===== src/rtl/core/rmpt_pkg.sv =====
// rmpt_pkg: shared types and constants of the running-mean pixel threshold unit
// used by every core module but rmpt_checker, and by the testbench; depends on nothing

package rmpt_pkg;

   localparam int MAX_WINDOW_LOG2 = 8;
   localparam int RING_AW         = MAX_WINDOW_LOG2;
   localparam int RING_DEPTH      = 1 << MAX_WINDOW_LOG2;
   localparam int FILL_W          = MAX_WINDOW_LOG2 + 1;
   localparam int PIXEL_W         = 32;
   localparam int CHAN_W          = 8;
   localparam int CHAN_SUM_W      = CHAN_W + MAX_WINDOW_LOG2;
   localparam int FIELD_SUM_W     = PIXEL_W + MAX_WINDOW_LOG2;
   localparam int LOG2_W          = 4;
   localparam int SHIFT_W         = 4;
   localparam int MAX_SHIFT       = (1 << SHIFT_W) - 1;
   localparam int CHAN_CMP_W      = CHAN_W + MAX_SHIFT;
   localparam int FIELD_CMP_W     = PIXEL_W + MAX_SHIFT;
   localparam int CSR_ADDR_W      = 4;

   localparam logic [PIXEL_W-1:0] RED_MASK   = 32'h00ff_0000;
   localparam logic [PIXEL_W-1:0] GREEN_MASK = 32'h0000_ff00;
   localparam logic [PIXEL_W-1:0] BLUE_MASK  = 32'h0000_00ff;
   localparam logic [PIXEL_W-1:0] ALL_ONES   = 32'hffff_ffff;

   // register reset values
   localparam logic                   MASKED_MODE_RST = 1'b0;
   localparam logic [LOG2_W-1:0]      WINDOW_LOG2_RST = 4'd3;
   localparam logic [SHIFT_W-1:0]     GAIN_SHIFT_RST  = 4'd3;
   localparam logic [PIXEL_W-1:0]     FIELD_MASK_RST  = 32'h0000_00ff;

   typedef enum logic [CSR_ADDR_W-1:0] {
      CSR_MASKED_MODE = 4'd0,
      CSR_WINDOW_LOG2 = 4'd1,
      CSR_GAIN_SHIFT  = 4'd2,
      CSR_FIELD_MASK  = 4'd3
   } csr_index_type;

   typedef struct packed {
      logic                   masked_mode;
      logic [LOG2_W-1:0]      window_log2;
      logic [SHIFT_W-1:0]     gain_shift;
      logic [PIXEL_W-1:0]     field_mask;
   } cfg_type;

   // one pixel on its way from the window stage to the threshold stage
   typedef struct packed {
      logic [PIXEL_W-1:0] pixel;
      logic               row_start;
      logic               need_sub;
      logic [PIXEL_W-1:0] old_pixel;
   } stage_type;

endpackage


===== src/rtl/core/rmpt_csr.sv =====
// rmpt_csr: configuration registers of the running-mean pixel threshold unit
// depends on rmpt_pkg

module rmpt_csr (
   input  logic                            clock,
   input  logic                            reset,
   input  logic                            csr_valid,
   output logic                            csr_ready,
   input  logic [rmpt_pkg::CSR_ADDR_W-1:0] csr_addr,
   input  logic [rmpt_pkg::PIXEL_W-1:0]    csr_wdata,
   output rmpt_pkg::cfg_type               cfg
);

   rmpt_pkg::cfg_type cfg_ff, cfg_in;

   // writes are taken whenever the unit is out of reset
   assign csr_ready = !reset;

   always_comb begin
      cfg_in = cfg_ff;
      if (csr_valid) begin
         case (csr_addr)
            rmpt_pkg::CSR_MASKED_MODE: cfg_in.masked_mode = csr_wdata[0];
            rmpt_pkg::CSR_WINDOW_LOG2:
               cfg_in.window_log2 = csr_wdata[rmpt_pkg::LOG2_W-1:0];
            rmpt_pkg::CSR_GAIN_SHIFT:
               cfg_in.gain_shift = csr_wdata[rmpt_pkg::SHIFT_W-1:0];
            rmpt_pkg::CSR_FIELD_MASK:  cfg_in.field_mask = csr_wdata;
            default: ;
         endcase
      end
   end

   always_ff @(posedge clock) begin
      if (reset) begin
         cfg_ff.masked_mode <= rmpt_pkg::MASKED_MODE_RST;
         cfg_ff.window_log2 <= rmpt_pkg::WINDOW_LOG2_RST;
         cfg_ff.gain_shift  <= rmpt_pkg::GAIN_SHIFT_RST;
         cfg_ff.field_mask  <= rmpt_pkg::FIELD_MASK_RST;
      end else begin
         cfg_ff <= cfg_in;
      end
   end

   assign cfg = cfg_ff;

endmodule


===== config.mk =====
export PLATFORM = sky130hd
export DESIGN_NAME = rmpt_csr
export DESIGN_NICKNAME = d
export VERILOG_FILES = /design/src/rtl/core/rmpt_pkg.sv /design/src/rtl/core/rmpt_csr.sv
export SDC_FILE = /design/constraint.sdc
export NUM_CORES = 1
export LEC_CHECK = 0
export BUFFER_PORTS_ARGS = -buffer_cell sky130_fd_sc_hd__buf_2
export CAP_MARGIN = 20
export CORE_ASPECT_RATIO = 1.75
export CORE_MARGIN = 4
export CORE_UTILIZATION = 49
export DETAILED_ROUTE_END_ITERATION = 16
export PLACE_DENSITY = 0.87
export SKIP_CTS_REPAIR_TIMING = 1
export SLEW_MARGIN = 5
export SYNTH_ARGS = -nofsm -noshare
export SYNTH_HDL_FRONTEND = slang
export SYNTH_SLANG_ARGS = --single-unit

===== constraint.sdc =====
create_clock -name clock -period 2.5 [get_ports clock]
set_input_delay 0.125 -clock clock [delete_from_list [all_inputs] [get_ports clock]]
set_output_delay 0.125 -clock clock [all_outputs]
set_load 0.005 [all_outputs]

==> results.md, run 1 <==
- Status: finished clean
- EDFF count, synth: 0
- Slew headroom: 0.450
- Critical path peak fanout: 56
- Vias in the first global route: 1293
- Critical path data arrival time: around 1200 ps
- Core area: 0.00321 mm2
- Finish-stage setup viols: 0
- DRT iter0 DRCs: 13
- Cell count after synthesis: approximately 180
- Synthesized net count: ~220
- Routed wire length: 3690 um
- Most common cell after layout, fill and taps aside: buf_2
- Crit Path Class: primary input to output pin
- DR vias: roughly 1400
- TritonCTS clock tree: built
- Bufs on Longest Clock Path: 2
- Nets@finish: about 290
- H-tree levels: 2
- Starting Density: 0.524
- Critical path's slowest cell: inv_2
- Global-route usage over all layers: 0.172
- GR met3 Demand/Resource: 0.0422
- Die Y-Extent: 85.5 um
- #FFs+latches synth: 41
- Prevailing post-synth register cell: dfxtp_1
- Max Freq: 739 MHz
- CTS Buf Count: 5
- GPL Wtd Cong: ~0.7
- Most frequent cells in the layout: 80 x buf_2, 55 x nand2_1, 41 x dfxtp_1, 40 x mux2i_1, 21 x nor2_1
- Die W: 52.3 um
- Fin Setup TNS: 0 ps
- Post-synth top area cell: dfxtp_1
- Routed Antenna Nets: 0
- Most Crowded Layer GR: met2
- Skew-Pair Late Insertion Delay: 280 ps
- IR drop worst, VDD: between 0.4 and 0.5 mV
- Register area share after synthesis: 0.488
- Avg WL per Cell: 12.4 um
- Distinct cells, synth: 18
- Top cell type's share of synthesized area: 0.488
- Worst path buffer plus inverter count: 3
- Total gr overflow: 0
- Port Buffers: 80
- First-pass DRT Iterations: 4
- Worst Skew: 0 ps
- Clk sinks: 41
- Grt met1 use: 0.174
- Largest net degree at the start of global routing: 57
- Crit-path cells: buf_2 -> inv_2 -> buf_2
- Min cycle time layout: about 1400 ps
- Area of the die: 0.00447 mm2
- Asr flop ratio synth: 0
- Ant diodes: 0
- Final period util: 0.541
- Initial antenna violation count: 0
- Vias per cell: ~4.7
- First-pass GRT wire length: 5770 um
- Clock transition at path regs: ~70 ps
- RSZ-0062 raised after global routing: false
- Pwr Density: 551 mW/mm2
- Worst Tran Pin Value: 824 ps
- Final Util: 0.658
- Hold Vio Cnt, Final: 0
- I/O Pins: between 80 and 90
- Site Rows: 27
- Syn. warnings: 0
- HPWL after detailed placement: about 2800 um
- Mean Syn Cell Area: around 9.4 um2
- DRC: 0
- Crit path max-delay family: buffers and inverters
- Critical Path RT: about 2400 ps
- Max Cap Viol: 0
- Critical Path Max Stage Delay: around 640 ps
- Area contributors post-synth: dfxtp_1 49%, mux2i_1 24%, nand2_1 12%, nor2_1 4.7%, buf_12 3.6%
- Most frequent CP cell: buf_2
- Clk root buf: clkbuf_8
- Leak Pwr: just under 0.001 uW
- Final Slew Violations: 0
- CP startpoint kind: primary input
- Layout area overhead: 25.6%
- Worst hold path type: primary input to register
- Setup crit end kind: output pin
- Worst hold slack: roughly 81 ps
- Post-Syn Area: around 0.0017 mm2
- Flip-flop count of the largest register after layout: 41
- Layout cells sized above 1: 0.354
- GR Util met2: 0.309
-- cell usage after synthesis, drive strengths merged (2+ instances only) --
master  count
buf         9
inv         2
dfxtp      41
clkbuf      3
nor2       21
mux2i      40
nand2      55
-- area by class of cell --
cell class                      count  area [um2]
Fill cell                         276        1100
Sequential cell                    41         821
Multi-Input combinational cell    123         746
Timing Repair Buffer               80         400
Clock buffer                        6        72.6
Tap cell                           43        53.8
Clock inverter                      2        10.0
Inverter                            2        7.51
-- routing by layer --
| layer | vias up | part of all wire |
|---|---|---|
| met1 | 625 | 0.37 |
| li1 | 722 | - |
| met5 | - | 0 |
| met4 | 0 | 0.023 |
| met3 | 6 | 0.080 |
| met2 | 50 | 0.53 |
-- kinds of logic (layout without fill, tap and decap cells) --
kind of cell,after synthesis,in the layout,share of synthesized area
AND/OR/NAND/NOR,81,81,0.197
flip-flops,41,41,0.488
multiplexers,40,40,0.238
buffers and inverters,14,90,0.0678
AO/OA/AOI/OAI,2,2,0.00893
-- power by group --
part | total [uW] | internal, uW | switching [uW]
combinational | 94.1 | 43.5 | 50.6
clock | 403 | 193 | 210
sequential | 665 | 661 | 3.84
-- path summary, 6_finish.rpt --
check,slack (ps),startpoint,cells after the start,endpoint
worst min register to register,460,cfg[39],2,cfg[39]
worst max register to register,1770,cfg[40],3,cfg[40]
worst max-delay path,1150,reset,3,csr_ready
worst min-delay path,80,csr_wdata[9],3,cfg[9]
-- worst reg2reg max path, delay by kind of cell (launching register included) --
kind,cells,cell delay [ps]
flip-flops,1,320
AO/OA/AOI/OAI,2,250
AND/OR/NAND/NOR,1,60
-- per-stage QoR --
| stage | cells | worst slack [ps] | area [um2] | total power, uW |
|---|---|---|---|---|
| 2_1_floorplan | 178 | 1540 | 1680 | 732 |
| 3_3_place_gp | 289 | 1170 | 2030 | 772 |
| 3_5_place_dp | 289 | 1100 | 2030 | 775 |
| 4_1_cts | 297 | 1150 | 2110 | 1180 |
| 5_1_grt | 297 | 1020 | 2110 | 1220 |
| 6_report | 297 | 1150 | 2110 | 1160 |
No activity file was read; power rests on OpenSTA's default activity.
==> run 2, diff against run 1 <==
ABC_AREA = 1   (was not set)
CORE_UTILIZATION = 48   (was 49)
PLACE_DENSITY = 0.83   (was 0.87)
clock period = 1.3 ns   (was 2.5 ns; I/O delays follow)
==> run 2 against run 1 <==
Synthesized cell count rose by 74%. Count of clock-buffer cells in the layout shrank 1. Die area increased by 18%. Global-route usage is 1.9 points higher. Synthesized area rose by 18%. Design area rose by 22%. Clock skew stayed put. Via count increased by 46%. Critical path type is now register to output pin. Largest cell class unchanged.
==> results.md, run 2 <==
- Fin Setup TNS: 0 ps (unchanged)
- GPL Wtd Cong: 0.777 (+9.9%)
- Worst Tran Pin Value: 368 ps (-456 ps)
- Crit Path Class: register to output pin
- Layout cells sized above 1: 0.256 (-0.0985)
- Largest net degree at the start of global routing: 43 (-25%)
- DRT iter0 DRCs: 48 (+35)
- Flip-flop count of the largest register after layout: 41 (unchanged)
- Nets@finish: 425 (+46%)
- Synthesized net count: 348 (+60%)
- TritonCTS clock tree: built
- Min cycle time layout: approximately 830 ps
- Clock transition at path regs: 80 ps (about the same)
- Port Buffers: 80 (unchanged)
- CTS Buf Count: 5 (unchanged)
- CP startpoint kind: register
- Clk root buf: clkbuf_8
- Area contributors post-synth: dfxtp_1 41%, inv_1 16%, nand2_1 13%, nand4_1 13%, nor2_1 6.4%
- Asr flop ratio synth: 0 (unchanged)
- Reg area: 821 um2 (unchanged)
- Bufs on Longest Clock Path: 2 (unchanged)
- Die W: 56.6 um (+8.3%)
- H-tree levels: 2 (unchanged)
- Max Freq: about 1200 MHz
- Crit-path cells: buf_2
- Status: finished clean
- Worst path buffer plus inverter count: 1 (-2)
- Vias in the first global route: 1913 (+48%)
- Critical Path Max Stage Delay: 360 ps (-280 ps)
- Slew headroom: 0.754 (+0.304)
- DR vias: 2054 (+46%)
- Skew-Pair Late Insertion Delay: 290 ps (about the same)
- Hold path depth: 3 (unchanged)
- Hold Vio Cnt, Final: 0 (unchanged)
- Critical path's slowest cell: dfxtp_1
- Crit. path cell count: 1 (-2)
- Site Rows: 30 (+11%)
- Avg WL per Cell: 10.9 um (-12%)
- Critical path data arrival time: 760 ps (-470 ps)
- Clk sinks: 41 (unchanged)
- IR drop worst, VDD: 0.955 mV (+120%)
- Final period util: 0.638
- Reg2reg path depth: 4 (+1)
- Max Cap Viol: 0 (unchanged)
- Most frequent cells in the layout: 85 x inv_1, 80 x buf_2, 71 x nand2_1, 41 x nand4_1, 41 x dfxtp_1
- # fillers: 376 (+36%)
- Initial antenna violation count: 0 (unchanged)
- Worst Skew: 0 ps (unchanged)
- Distinct cells, synth: 13 (-5)
- Cell count after synthesis: 309 (+74%)
- Core area: 0.00394 mm2 (+23%)
- Area of the die: 0.00527 mm2 (+18%)
- Setup crit end kind: output pin
- Worst hold path type: primary input to register
- Worst Setup SP: cfg[11]
- Critical path peak fanout: 2 (-96%)
- HPWL after detailed placement: 3460 um (+23%)
- Prevailing post-synth register cell: dfxtp_1
- Global-route usage over all layers: 0.191 (+0.0194)
- Final Slew Violations: 0 (unchanged)
- #FFs+latches synth: 41 (unchanged)
- Commonest cells post-synth: 85 x inv_1, 71 x nand2_1, 41 x dfxtp_1, 41 x nand4_1, 34 x nor2_1
- I/O Pins: 81 (unchanged)
- Top cell type's share of synthesized area: 0.413 (-0.0751)
- Layout area overhead: 29.8%
- Routed wire length: 4760 um (+29%)
- Pwr Density: 1090 mW/mm2 (+98%)
- Multi-input logic area: 747 um2 (+0.17%)
- First-pass DRT Iterations: 4 (unchanged)
- Worst hold start: csr_wdata[5]
- Mean Syn Cell Area: 6.43 um2 (-32%)
- Most common cell after layout, fill and taps aside: inv_1
- Post-Syn Area: 0.00199 mm2 (+18%)
- RSZ-0062 raised after global routing: false
- Die Y-Extent: 93.1 um (+8.9%)
- Syn. warnings: 0 (unchanged)
- Post-synth top area cell: dfxtp_1
- Starting Density: 0.504 (-0.0198)
- Crit path max-delay family: flip-flops
- DRC: 0 (unchanged)
- First-pass GRT wire length: 8090 um (+40%)
- Critical Path RT: 1240 ps (-1140 ps)
- Leak Pwr: 0.00148 uW (+50%)
- Worst R2R Start: cfg[11]
- Finish-stage setup viols: 0 (unchanged)
- Routed Antenna Nets: 0 (unchanged)
- EDFF count, synth: 0 (unchanged)
- Most common cell in the netlist: inv_1
- Register area share after synthesis: 0.413 (-0.0751)
- Total gr overflow: 0 (unchanged)
- Vias per cell: 4.72 (about the same)
- Ant diodes: 0 (unchanged)
- Final Util: 0.654 (-0.00373)
run 2: kinds of logic after synthesis:
kind of cell / synth area share
flops: 0.413
buf+inv: 0.210
simple gates: 0.376
run 2: layer usage:
layer	GRT usage	vias up	routed length, um
li1	-	1077	-
met1	0.199	906	1880
met2	0.355	58	2490
met3	0.0428	13	271
met4	0.0851	0	116
met5	0	-	0
run 2: through the flow:
stage	hold WS, ps	std cells	area (um2)	power (uW)	worst slack, ps
3_5_place_dp	342	427	2440	1640	218
4_1_cts	32.0	435	2580	2830	463
6_report	37.9	435	2580	2800	471
3_3_place_gp	337	427	2440	1640	253
5_1_grt	41.3	435	2580	2920	358
2_1_floorplan	242	309	1990	1500	537
run 2: cell type report:
cell class                 instances  share of cell area
inverter                          86               0.125
timing repair buffer              89               0.191
clock buffer                       5              0.0267
clock inverter                     3              0.0252
multi-input combinational        163               0.290
sequential                        41               0.318
tap                               48              0.0233
run 2: worst paths after layout:
kind | endpoint | slack, ps
worst max register to register | cfg[11] | 650
worst min-delay path | cfg[5] | 40
worst max-delay path | cfg[11] | 470
worst min register to register | cfg[0] | 450
run 2: power by group:
group          leakage [uW]  internal [uW]  switching [uW]
clock             0.0000681            763             429
combinational       0.00108            132             184
sequential         0.000332           1280            13.7
