**src/rtl/core/rmpt_pkg.sv**
```systemverilog
// rmpt_pkg: shared types and constants of the running-mean pixel threshold unit
// used by every core module but rmpt_checker, and by the testbench; depends on nothing

package rmpt_pkg;

   localparam int MAX_WINDOW_LOG2 = 8;
   localparam int RING_AW         = MAX_WINDOW_LOG2;
   localparam int RING_DEPTH      = 1 << MAX_WINDOW_LOG2;
   localparam int FILL_W          = MAX_WINDOW_LOG2 + 1;
   localparam int PIXEL_W         = 32;
   localparam int CHAN_W          = 8;
   localparam int CHAN_SUM_W      = CHAN_W + MAX_WINDOW_LOG2;
   localparam int FIELD_SUM_W     = PIXEL_W + MAX_WINDOW_LOG2;
   localparam int LOG2_W          = 4;
   localparam int SHIFT_W         = 4;
   localparam int MAX_SHIFT       = (1 << SHIFT_W) - 1;
   localparam int CHAN_CMP_W      = CHAN_W + MAX_SHIFT;
   localparam int FIELD_CMP_W     = PIXEL_W + MAX_SHIFT;
   localparam int CSR_ADDR_W      = 4;

   localparam logic [PIXEL_W-1:0] RED_MASK   = 32'h00ff_0000;
   localparam logic [PIXEL_W-1:0] GREEN_MASK = 32'h0000_ff00;
   localparam logic [PIXEL_W-1:0] BLUE_MASK  = 32'h0000_00ff;
   localparam logic [PIXEL_W-1:0] ALL_ONES   = 32'hffff_ffff;

   // register reset values
   localparam logic                   MASKED_MODE_RST = 1'b0;
   localparam logic [LOG2_W-1:0]      WINDOW_LOG2_RST = 4'd3;
   localparam logic [SHIFT_W-1:0]     GAIN_SHIFT_RST  = 4'd3;
   localparam logic [PIXEL_W-1:0]     FIELD_MASK_RST  = 32'h0000_00ff;

   typedef enum logic [CSR_ADDR_W-1:0] {
      CSR_MASKED_MODE = 4'd0,
      CSR_WINDOW_LOG2 = 4'd1,
      CSR_GAIN_SHIFT  = 4'd2,
      CSR_FIELD_MASK  = 4'd3
   } csr_index_type;

   typedef struct packed {
      logic                   masked_mode;
      logic [LOG2_W-1:0]      window_log2;
      logic [SHIFT_W-1:0]     gain_shift;
      logic [PIXEL_W-1:0]     field_mask;
   } cfg_type;

   // one pixel on its way from the window stage to the threshold stage
   typedef struct packed {
      logic [PIXEL_W-1:0] pixel;
      logic               row_start;
      logic               need_sub;
      logic [PIXEL_W-1:0] old_pixel;
   } stage_type;

endpackage

```
**src/rtl/core/rmpt_thresh.sv**
```systemverilog
// rmpt_thresh: running sums, threshold compare and result register; second stage
// depends on rmpt_pkg

module rmpt_thresh (
   input  logic                          clock,
   input  logic                          reset,
   input  logic                          advance,
   input  logic                          out_ready,
   input  rmpt_pkg::stage_type           stage,
   input  rmpt_pkg::cfg_type             cfg,
   output logic                          out_valid,
   output logic [rmpt_pkg::PIXEL_W-1:0]  out_pixel
);

   localparam int CW  = rmpt_pkg::CHAN_SUM_W;
   localparam int FW  = rmpt_pkg::FIELD_SUM_W;
   localparam int CCW = rmpt_pkg::CHAN_CMP_W;
   localparam int FCW = rmpt_pkg::FIELD_CMP_W;

   logic [CW-1:0] red_ff, green_ff, blue_ff, red_in, green_in, blue_in;
   logic [FW-1:0] field_ff, field_in;
   logic          valid_ff, valid_in;
   logic [rmpt_pkg::PIXEL_W-1:0] pixel_ff, pixel_in;

   logic [CW-1:0]  red_base, green_base, blue_base;
   logic [FW-1:0]  field_base;
   logic [rmpt_pkg::PIXEL_W-1:0] old_eff, cur_field, old_field, kept;
   logic [CCW-1:0] red_v, green_v, blue_v;
   logic [FCW-1:0] field_v;
   logic           red_gt, green_gt, blue_gt, field_gt;

   always_comb begin
      red_base   = stage.row_start ? '0 : red_ff;
      green_base = stage.row_start ? '0 : green_ff;
      blue_base  = stage.row_start ? '0 : blue_ff;
      field_base = stage.row_start ? '0 : field_ff;
      old_eff    = stage.need_sub ? stage.old_pixel : '0;
      cur_field  = stage.pixel & cfg.field_mask;
      old_field  = old_eff & cfg.field_mask;

      red_in   = red_base - CW'(old_eff[23:16]) + CW'(stage.pixel[23:16]);
      green_in = green_base - CW'(old_eff[15:8]) + CW'(stage.pixel[15:8]);
      blue_in  = blue_base - CW'(old_eff[7:0]) + CW'(stage.pixel[7:0]);
      field_in = field_base - FW'(old_field) + FW'(cur_field);

      red_v   = CCW'(stage.pixel[23:16]) << cfg.gain_shift;
      green_v = CCW'(stage.pixel[15:8]) << cfg.gain_shift;
      blue_v  = CCW'(stage.pixel[7:0]) << cfg.gain_shift;
      field_v = FCW'(cur_field) << cfg.gain_shift;

      red_gt   = red_v > CCW'(red_in);
      green_gt = green_v > CCW'(green_in);
      blue_gt  = blue_v > CCW'(blue_in);
      field_gt = field_v > FCW'(field_in);

      kept = stage.pixel & ~cfg.field_mask;
      if (cfg.masked_mode) begin
         pixel_in = field_gt ? (kept | cfg.field_mask) : kept;
      end else begin
         pixel_in = (red_gt ? rmpt_pkg::RED_MASK : '0)
                  | (green_gt ? rmpt_pkg::GREEN_MASK : '0)
                  | (blue_gt ? rmpt_pkg::BLUE_MASK : '0);
      end

      if (advance) begin
         valid_in = 1'b1;
      end else if (out_ready) begin
         valid_in = 1'b0;
      end else begin
         valid_in = valid_ff;
      end
   end

   always_ff @(posedge clock) begin
      if (reset) begin
         red_ff   <= '0;
         green_ff <= '0;
         blue_ff  <= '0;
         field_ff <= '0;
         valid_ff <= 1'b0;
      end else begin
         valid_ff <= valid_in;
         if (advance) begin
            red_ff   <= red_in;
            green_ff <= green_in;
            blue_ff  <= blue_in;
            field_ff <= field_in;
         end
      end
   end

   always_ff @(posedge clock) begin
      if (advance) begin
         pixel_ff <= pixel_in;
      end
   end

   assign out_valid = valid_ff;
   assign out_pixel = pixel_ff;

endmodule

```
**config.mk**
```make
export PLATFORM = sky130hd
export DESIGN_NAME = rmpt_thresh
export DESIGN_NICKNAME = d
export VERILOG_FILES = /design/src/rtl/core/rmpt_pkg.sv /design/src/rtl/core/rmpt_thresh.sv
export SDC_FILE = /design/constraint.sdc
export NUM_CORES = 1
export LEC_CHECK = 0
export ABC_AREA = 1
export BUFFER_PORTS_ARGS = -buffer_cell sky130_fd_sc_hd__buf_2
export CORE_MARGIN = 4
export CORE_UTILIZATION = 60
export DETAILED_ROUTE_END_ITERATION = 8
export GPL_TIMING_DRIVEN = 0
export PLACE_DENSITY = 0.86
export SLEW_MARGIN = 20
export SYNTH_ARGS = -nofsm -noshare
export SYNTH_HDL_FRONTEND = slang
export SYNTH_SLANG_ARGS = --single-unit
```
**constraint.sdc**
```tcl
create_clock -name clock -period 5.97 [get_ports clock]
set_input_delay 1.194 -clock clock [delete_from_list [all_inputs] [get_ports clock]]
set_output_delay 1.194 -clock clock [all_outputs]
set_load 0.01 [all_outputs]
```
==> results of run 1 <==
## layer usage
| metal | track usage (%) | vias to the layer above | routed length [um] |
|---|---|---|---|
| li1 | - | 9396 | - |
| met5 | 3.04 | - | 14 |
| met3 | 15.6 | 276 | 12200 |
| met1 | 62.0 | 9345 | 28400 |
| met4 | 20.9 | 2 | 4090 |
| met2 | 64.6 | 1636 | 28600 |
## logic make-up (layout without fill, tap and decap cells)
family | Yosys count | after routing
adder cells (fa/ha/maj) | 232 | 232
flip-flops | 121 | 121
AO/OA/AOI/OAI | 517 | 517
multiplexers | 33 | 33
buffers and inverters | 526 | 699
XOR/XNOR | 47 | 47
AND/OR/NAND/NOR | 1342 | 1342
## tightest hold or removal path: stages (launching register included)
cell and delay (ns):
dfxtp_1 0.30, inv_1 0.06, a21oi_1 0.06
## what timing repair did
action / CTS / global route
resized for setup: 19 / 70
pin swaps: 0 / 2
setup buffers: 3 / 3
setup endpoints to repair: 32 / 32
## worst max path at each step
stage                    from  depth (start not counted)       endpoint  slack [ns]
floorplan           stage[33]                         29  out_pixel[23]        0.59
global placement    stage[33]                         28   out_pixel[5]       -1.14
detailed placement  stage[32]                         29   out_pixel[4]       -1.15
CTS                 stage[33]                         28   out_pixel[5]        0.03
global route        stage[33]                         29   out_pixel[4]        0.02
finish              stage[32]                         33   out_pixel[5]        0.18
## cell usage in the layout (no fill, tap or decap), types with 13 or more instances in the layout
cell type / count
fa_1: 55
nor2_2: 13
nand4_1: 30
o21ai_0: 200
edfxtp_1: 32
clkbuf_1: 40
xor2_1: 35
dfxtp_1: 89
nand3_1: 145
ha_1: 174
clkbuf_16: 18
and2_1: 21
buf_2: 155
mux2i_1: 33
nand2_1: 770
o211ai_1: 26
nor2_1: 283
o21ai_1: 29
inv_1: 421
nand2_2: 18
nor3_1: 27
a21oi_1: 200
buf_1: 18
## sequential cells by signal, summed over array words and instances (netlist names)
register,flops
green_ff,16
blue_ff,16
out_pixel,32
red_ff,16
field_ff,40
out_valid,1
## stage by stage
step	setup slack [ns]	hold WS (ns)	cells
finish	0.184	0.461	3369
global route	0.0230	0.486	3369
CTS	0.0317	0.464	3366
detailed placement	-1.15	0.450	3332
global placement	-1.14	0.439	3332
floorplan	0.587	0.430	2818
## power groups by stage
stage	logic (mW)	registers [mW]	clock network, mW
finish	3.67	1.04	1.11
global route	4.01	1.05	1.13
CTS	3.45	1.03	1.09
detailed placement	3.42	1.05	0
global placement	3.31	1.04	0
floorplan	2.40	1.06	0
## final cells by class
| type | count | area [um^2] | share of cell area [%] |
|---|---|---|---|
| clock inverters | 13 | 133 | 0.691 |
| inverters | 426 | 1610 | 8.37 |
| multi-input cells | 2171 | 12500 | 65.2 |
| flip-flops and latches | 121 | 2740 | 14.3 |
| plain buffers | 100 | 552 | 2.87 |
| clock buffers | 18 | 450 | 2.35 |
| well taps | 378 | 473 | 2.46 |
| repair buffers | 142 | 728 | 3.79 |
==> metrics.txt, run 1 <==
sequential area share after synthesis between 15 and 20%; Max Clock Skew 0.0205 ns; final setup fails 0; Adder-Cell Fraction of Synth Area 19.3%; EDFF count, synth 32; Final Max Tran Viols 0; Int Power 2.79 mW; crit-path max cell delay 0.41 ns; WL final 73.3 mm; Clock Pin Slew Worst Setup and Hold Paths roughly 0.070 ns; top cells by area, synth nand2_1 17%, ha_1 13%, dfxtp_1 10%, inv_1 9.2%, nor2_1 6.6%; Critical path buffers and inverters 7; slew margin rel. between 10% and 20%; Mean Syn Cell Area 6.10 um^2; die width about 180 um; CP endpoint kind register; switching portion of total power about half; logic gate share of total power a little over three fifths; # DRC 0; root buffer cell clkbuf_16; Leak Pwr 10.4 nW; Hold Crit Class register to register; Seq pwr share between 10% and 20%; share of layout cells above drive strength 1 under 10%; Overflow after GRT 0; hold-critical path depth 2; Worst setup SP type primary input; unrepaired setup endpoints after global routing no; Reg2Reg Depth 24; Simple-Gate Fraction of Synth Area 31.9%; hold endpoint field_ff[0]; critical path type primary input to register; slowest stage cell, crit path fa_1; Final Cycle Share a little over nine tenths; top_reg_cell synth dfxtp_1; clock tree buffer depth 2; Pwr Total 5.81 mW; placed instance area around 18000 um^2; ANT nets after route 0; H-tree Lvls 4; Ports roughly 140; #FFs+latches synth around 120; Critical Path RT between 6 and 7 ns; DR iter-0 viols about 3300; min-delay src field_ff[0]; Synth Area in Compound Gates 16.3%; Mapped Area between 15000 and 20000 um^2; main combinational cell family by area after synthesis simple AND/OR/NAND/NOR gates; area share of xor/xnor cells in the synthesized design ~2.4%; final hold violation count 0; gpl congestion 1.08; Die Area ~31000 um^2; fin crit period approximately 5.8 ns; vias per cell between 6 and 7; syn_nets 3161; crit-path leading delay family simple AND/OR/NAND/NOR gates; Max Cap Violations 0; synth unique cells 48; nets roughly 3300; chip height roughly 180 um; CTS buffer count 17; status finished clean; R2R setup slack about 1.3 ns; total negative slack 0 ns; count leader, synth nand2_1; RR Endpoint out_pixel[5]; RR Startpoint field_ff[2]; first-pass detailed-route iteration total 8; fill count around 2600; post-synth top area share between 15 and 20%; final core utilization 68.5%; GRT Util Overall 45.5%; CTS tree built; Starting Density 61.4%; pwr/cell area between 300 and 400 nW/um^2; Hold Buf Count CTS 0; Async SR Flop Fraction 0%; final instance area roughly 19000 um^2; pin count of the biggest net entering global routing 34; worst-margin pin slew between 1 and 1.5 ns; f_max approximately 170 MHz; Detailed Place HPWL approximately 60 mm; IO Port Bufs 136; Net Sw Power ~3.0 mW; Clock Power Share a little under a fifth; post-synthesis mux area share ~1.9%; Core Footprint approximately 28000 um^2; drt wl/cell between 20 and 25 um; Syn Inst Count roughly 2800; clk_lat worst skew ~0.45 ns; via count a little over 20000; Critical Path AT around 6 ns; initial antenna violation count 1; Ys Warns 0; first-pass GRT wire length 108 mm; top cells by count, synth 784 x nand2_1, 421 x inv_1, 303 x nor2_1; Layout area overhead 11.7%; CP max FO 10; CTS sink count between 100 and 150; # rows around 60; Crit path top cell by count nand2_1; n_diodes 0; VDD IR max 0.000163 V; vias in the first global route between 15000 and 20000; cell taking the most area after synthesis nand2_1
No activity file was read; power rests on OpenSTA's default activity.
==> inputs of run 2 (changes only) <==
--- a/config.mk
+++ b/config.mk
@@ -7,11 +7,14 @@
 export LEC_CHECK = 0
 export ABC_AREA = 1
 export BUFFER_PORTS_ARGS = -buffer_cell sky130_fd_sc_hd__buf_2
+export CELL_PAD_IN_SITES_DETAIL_PLACEMENT = 0
+export CELL_PAD_IN_SITES_GLOBAL_PLACEMENT = 1
+export CORE_ASPECT_RATIO = 0.5
 export CORE_MARGIN = 4
-export CORE_UTILIZATION = 60
+export CORE_UTILIZATION = 44
 export DETAILED_ROUTE_END_ITERATION = 8
 export GPL_TIMING_DRIVEN = 0
-export PLACE_DENSITY = 0.86
+export PLACE_DENSITY = 0.89
 export SLEW_MARGIN = 20
 export SYNTH_ARGS = -nofsm -noshare
 export SYNTH_HDL_FRONTEND = slang
==> run 2 against run 1 <==
Compared with the run above: final area is 2.1% higher; die area is 35% higher; utilization is 17 points lower.
==> metrics.txt, run 2 (same netlist as run 1, synthesis figures left out) <==
chip height 148 um (was 177 um); # DRC 0 (unchanged); Clock Pin Slew Worst Setup and Hold Paths 0.07 ns (about the same); GRT Util Overall 38.9% (was 45.5%); via count 20200 (was 20700); ANT nets after route 0 (unchanged); most common cell after layout, fill and taps aside nand2_1 (unchanged); CTS buffer count 17 (unchanged); slowest stage cell, crit path fa_1 (unchanged); most frequent cells in the layout 752 x nand2_1, 421 x inv_1, 281 x nor2_1, 194 x o21ai_0, 194 x a21oi_1 (was 770 x nand2_1, 421 x inv_1, 283 x nor2_1, 200 x o21ai_0, 200 x a21oi_1); pwr/cell area 313 nW/um^2 (was 303 nW/um^2); Max Clock Skew 0.0121 ns (was 0.0205 ns); # rows 50 (was 61); clk_lat worst skew 0.46 ns (was 0.45 ns); final setup fails 0 (unchanged); CP max FO 10 (unchanged); Leak Pwr 10.5 nW (was 10.4 nW); fill count 4099 (was 2572); f_max 171 MHz (was 173 MHz); Starting Density 45.3% (was 61.4%); share of layout cells above drive strength 1 10.7% (was 9.46%); vias in the first global route 17900 (was 18800); Overflow after GRT 0 (unchanged); CP endpoint kind register (unchanged); drt wl/cell 24.1 um (was 21.7 um); Core Footprint 38000 um^2 (was 28000 um^2); Die Area 42500 um^2 (was 31400 um^2); gpl congestion 1.08 (about the same); slew margin rel. 13.2% (was 19.7%); Max Cap Violations 0 (unchanged); Final Cycle Share 98.0% (was 96.9%); Reg with most FFs field_ff (unchanged); Critical Path RT 6.17 ns (was 6.16 ns); IO Port Bufs 136 (unchanged); Ports 144 (unchanged); crit-path leading delay family simple AND/OR/NAND/NOR gates (unchanged); Crit path top cell by count nand2_1 (unchanged); Final Max Tran Viols 0 (unchanged); crit-path max cell delay 0.54 ns (was 0.41 ns); root buffer cell clkbuf_16 (unchanged); final hold violation count 0 (unchanged); DR iter-0 viols 2725 (was 3259); pin count of the biggest net entering global routing 34 (unchanged); first-pass detailed-route iteration total 6 (was 8); Hold Buf Count CTS 0 (unchanged); initial antenna violation count 11 (was 1); first-pass GRT wire length 119 mm (was 108 mm); Worst setup SP type primary input (unchanged); Layout area overhead 14.0% (was 11.7%); Critical path buffers and inverters 5 (was 7); status finished clean (unchanged); vias per cell 5.74 (was 6.13); CTS sink count 121 (unchanged); H-tree Lvls 4 (unchanged); min-delay src field_ff[0] (unchanged); Detailed Place HPWL 70.5 mm (was 60.2 mm); nets 3324 (was 3322); WL final 84.7 mm (was 73.3 mm); placed instance area 18500 um^2 (was 18300 um^2); worst-margin pin slew 1.30 ns (was 1.20 ns); die width 288 um (was 177 um); critical path type primary input to register (unchanged); clock tree buffer depth 2 (unchanged); CTS tree built (unchanged); Critical Path AT 6.05 ns (was 5.98 ns); final instance area 19600 um^2 (was 19200 um^2); worst hold slack 0.456 ns (was 0.461 ns); RR Startpoint field_ff[23] (was field_ff[2]); Largest register FFs 40 (unchanged); Hold Crit Class register to register (unchanged); fin crit period 5.85 ns (was 5.79 ns); VDD IR max 0.000192 V (was 0.000163 V); Critical path origin stage[32] (unchanged)
-- run 2: cell count changes in the layout (fill, tap and decap cells not counted), sizes merged --
cell,delta
inv,-6
clkinv,+5
diode,+1
clkbuf,+3
buf,+2
bufinv,+1
clkinvlp,-2
-- run 2: worst paths after layout --
path              slack [ns]  depth (start not counted)            end
hold / removal          0.46                          2    field_ff[0]
hold reg to reg         0.46                          2    field_ff[0]
setup / recovery        0.12                         29  out_pixel[20]
setup reg to reg        1.10                         24  out_pixel[20]
-- run 2: per-stage QoR --
| stage | instances | TNS (ns) | power [mW] | util [%] | worst slack [ns] |
|---|---|---|---|---|---|
| detailed placement | 3474 | -32.96 | 4.62 | 48.8 | -1.15 |
| finish | 3515 | 0 | 6.13 | 51.6 | 0.122 |
| floorplan | 2818 | 0 | 3.46 | - | 0.587 |
| global route | 3514 | -0.0453 | 6.51 | 51.6 | -0.0298 |
| CTS | 3506 | 0 | 5.85 | 50.7 | 0.0305 |
| global placement | 3474 | -33.97 | 4.60 | 48.8 | -1.18 |
-- run 2: worst min-delay path, stage by stage (launching register included) --
cell	delay, ns
dfxtp_1	0.30
inv_1	0.06
a21oi_1	0.05
-- run 2: metal layers --
layer / vias up / part of all wire [%] / track usage [%] / routed length, um
met5: - / 0.11 / 0 / 94
met4: 14 / 2.8 / 11.2 / 2350
met3: 149 / 16 / 17.2 / 13300
met2: 1145 / 37 / 51.5 / 31600
met1: 9472 / 44 / 56.0 / 37300
li1: 9410 / - / - / -
-- run 2: final cells by class --
| type | count | area, um^2 | area share (%) |
|---|---|---|---|
| clock buffer | 21 | 493 | 2.51 |
| antenna | 1 | 2.50 | 0.0128 |
| sequential | 121 | 2740 | 14.0 |
| timing repair buffer | 144 | 743 | 3.79 |
| buffer | 100 | 554 | 2.83 |
| multi-input combinational | 2171 | 12700 | 64.7 |
| tap | 520 | 651 | 3.32 |
| clock inverter | 11 | 133 | 0.677 |
| inverter | 426 | 1610 | 8.20 |
-- run 2: repair_timing --
action / CTS / global route
setup endpoints to repair: 32 / 32
pin swaps: 0 / 4
hold endpoints to repair: 0 / 0
resized for setup: 35 / 101
buffers inserted: 0 / 8
-- run 2: power by group --
part | internal [mW] | switching (mW)
registers | 0.981 | 0.0545
clock network | 0.683 | 0.506
logic | 1.25 | 2.65
total | 2.92 | 3.21
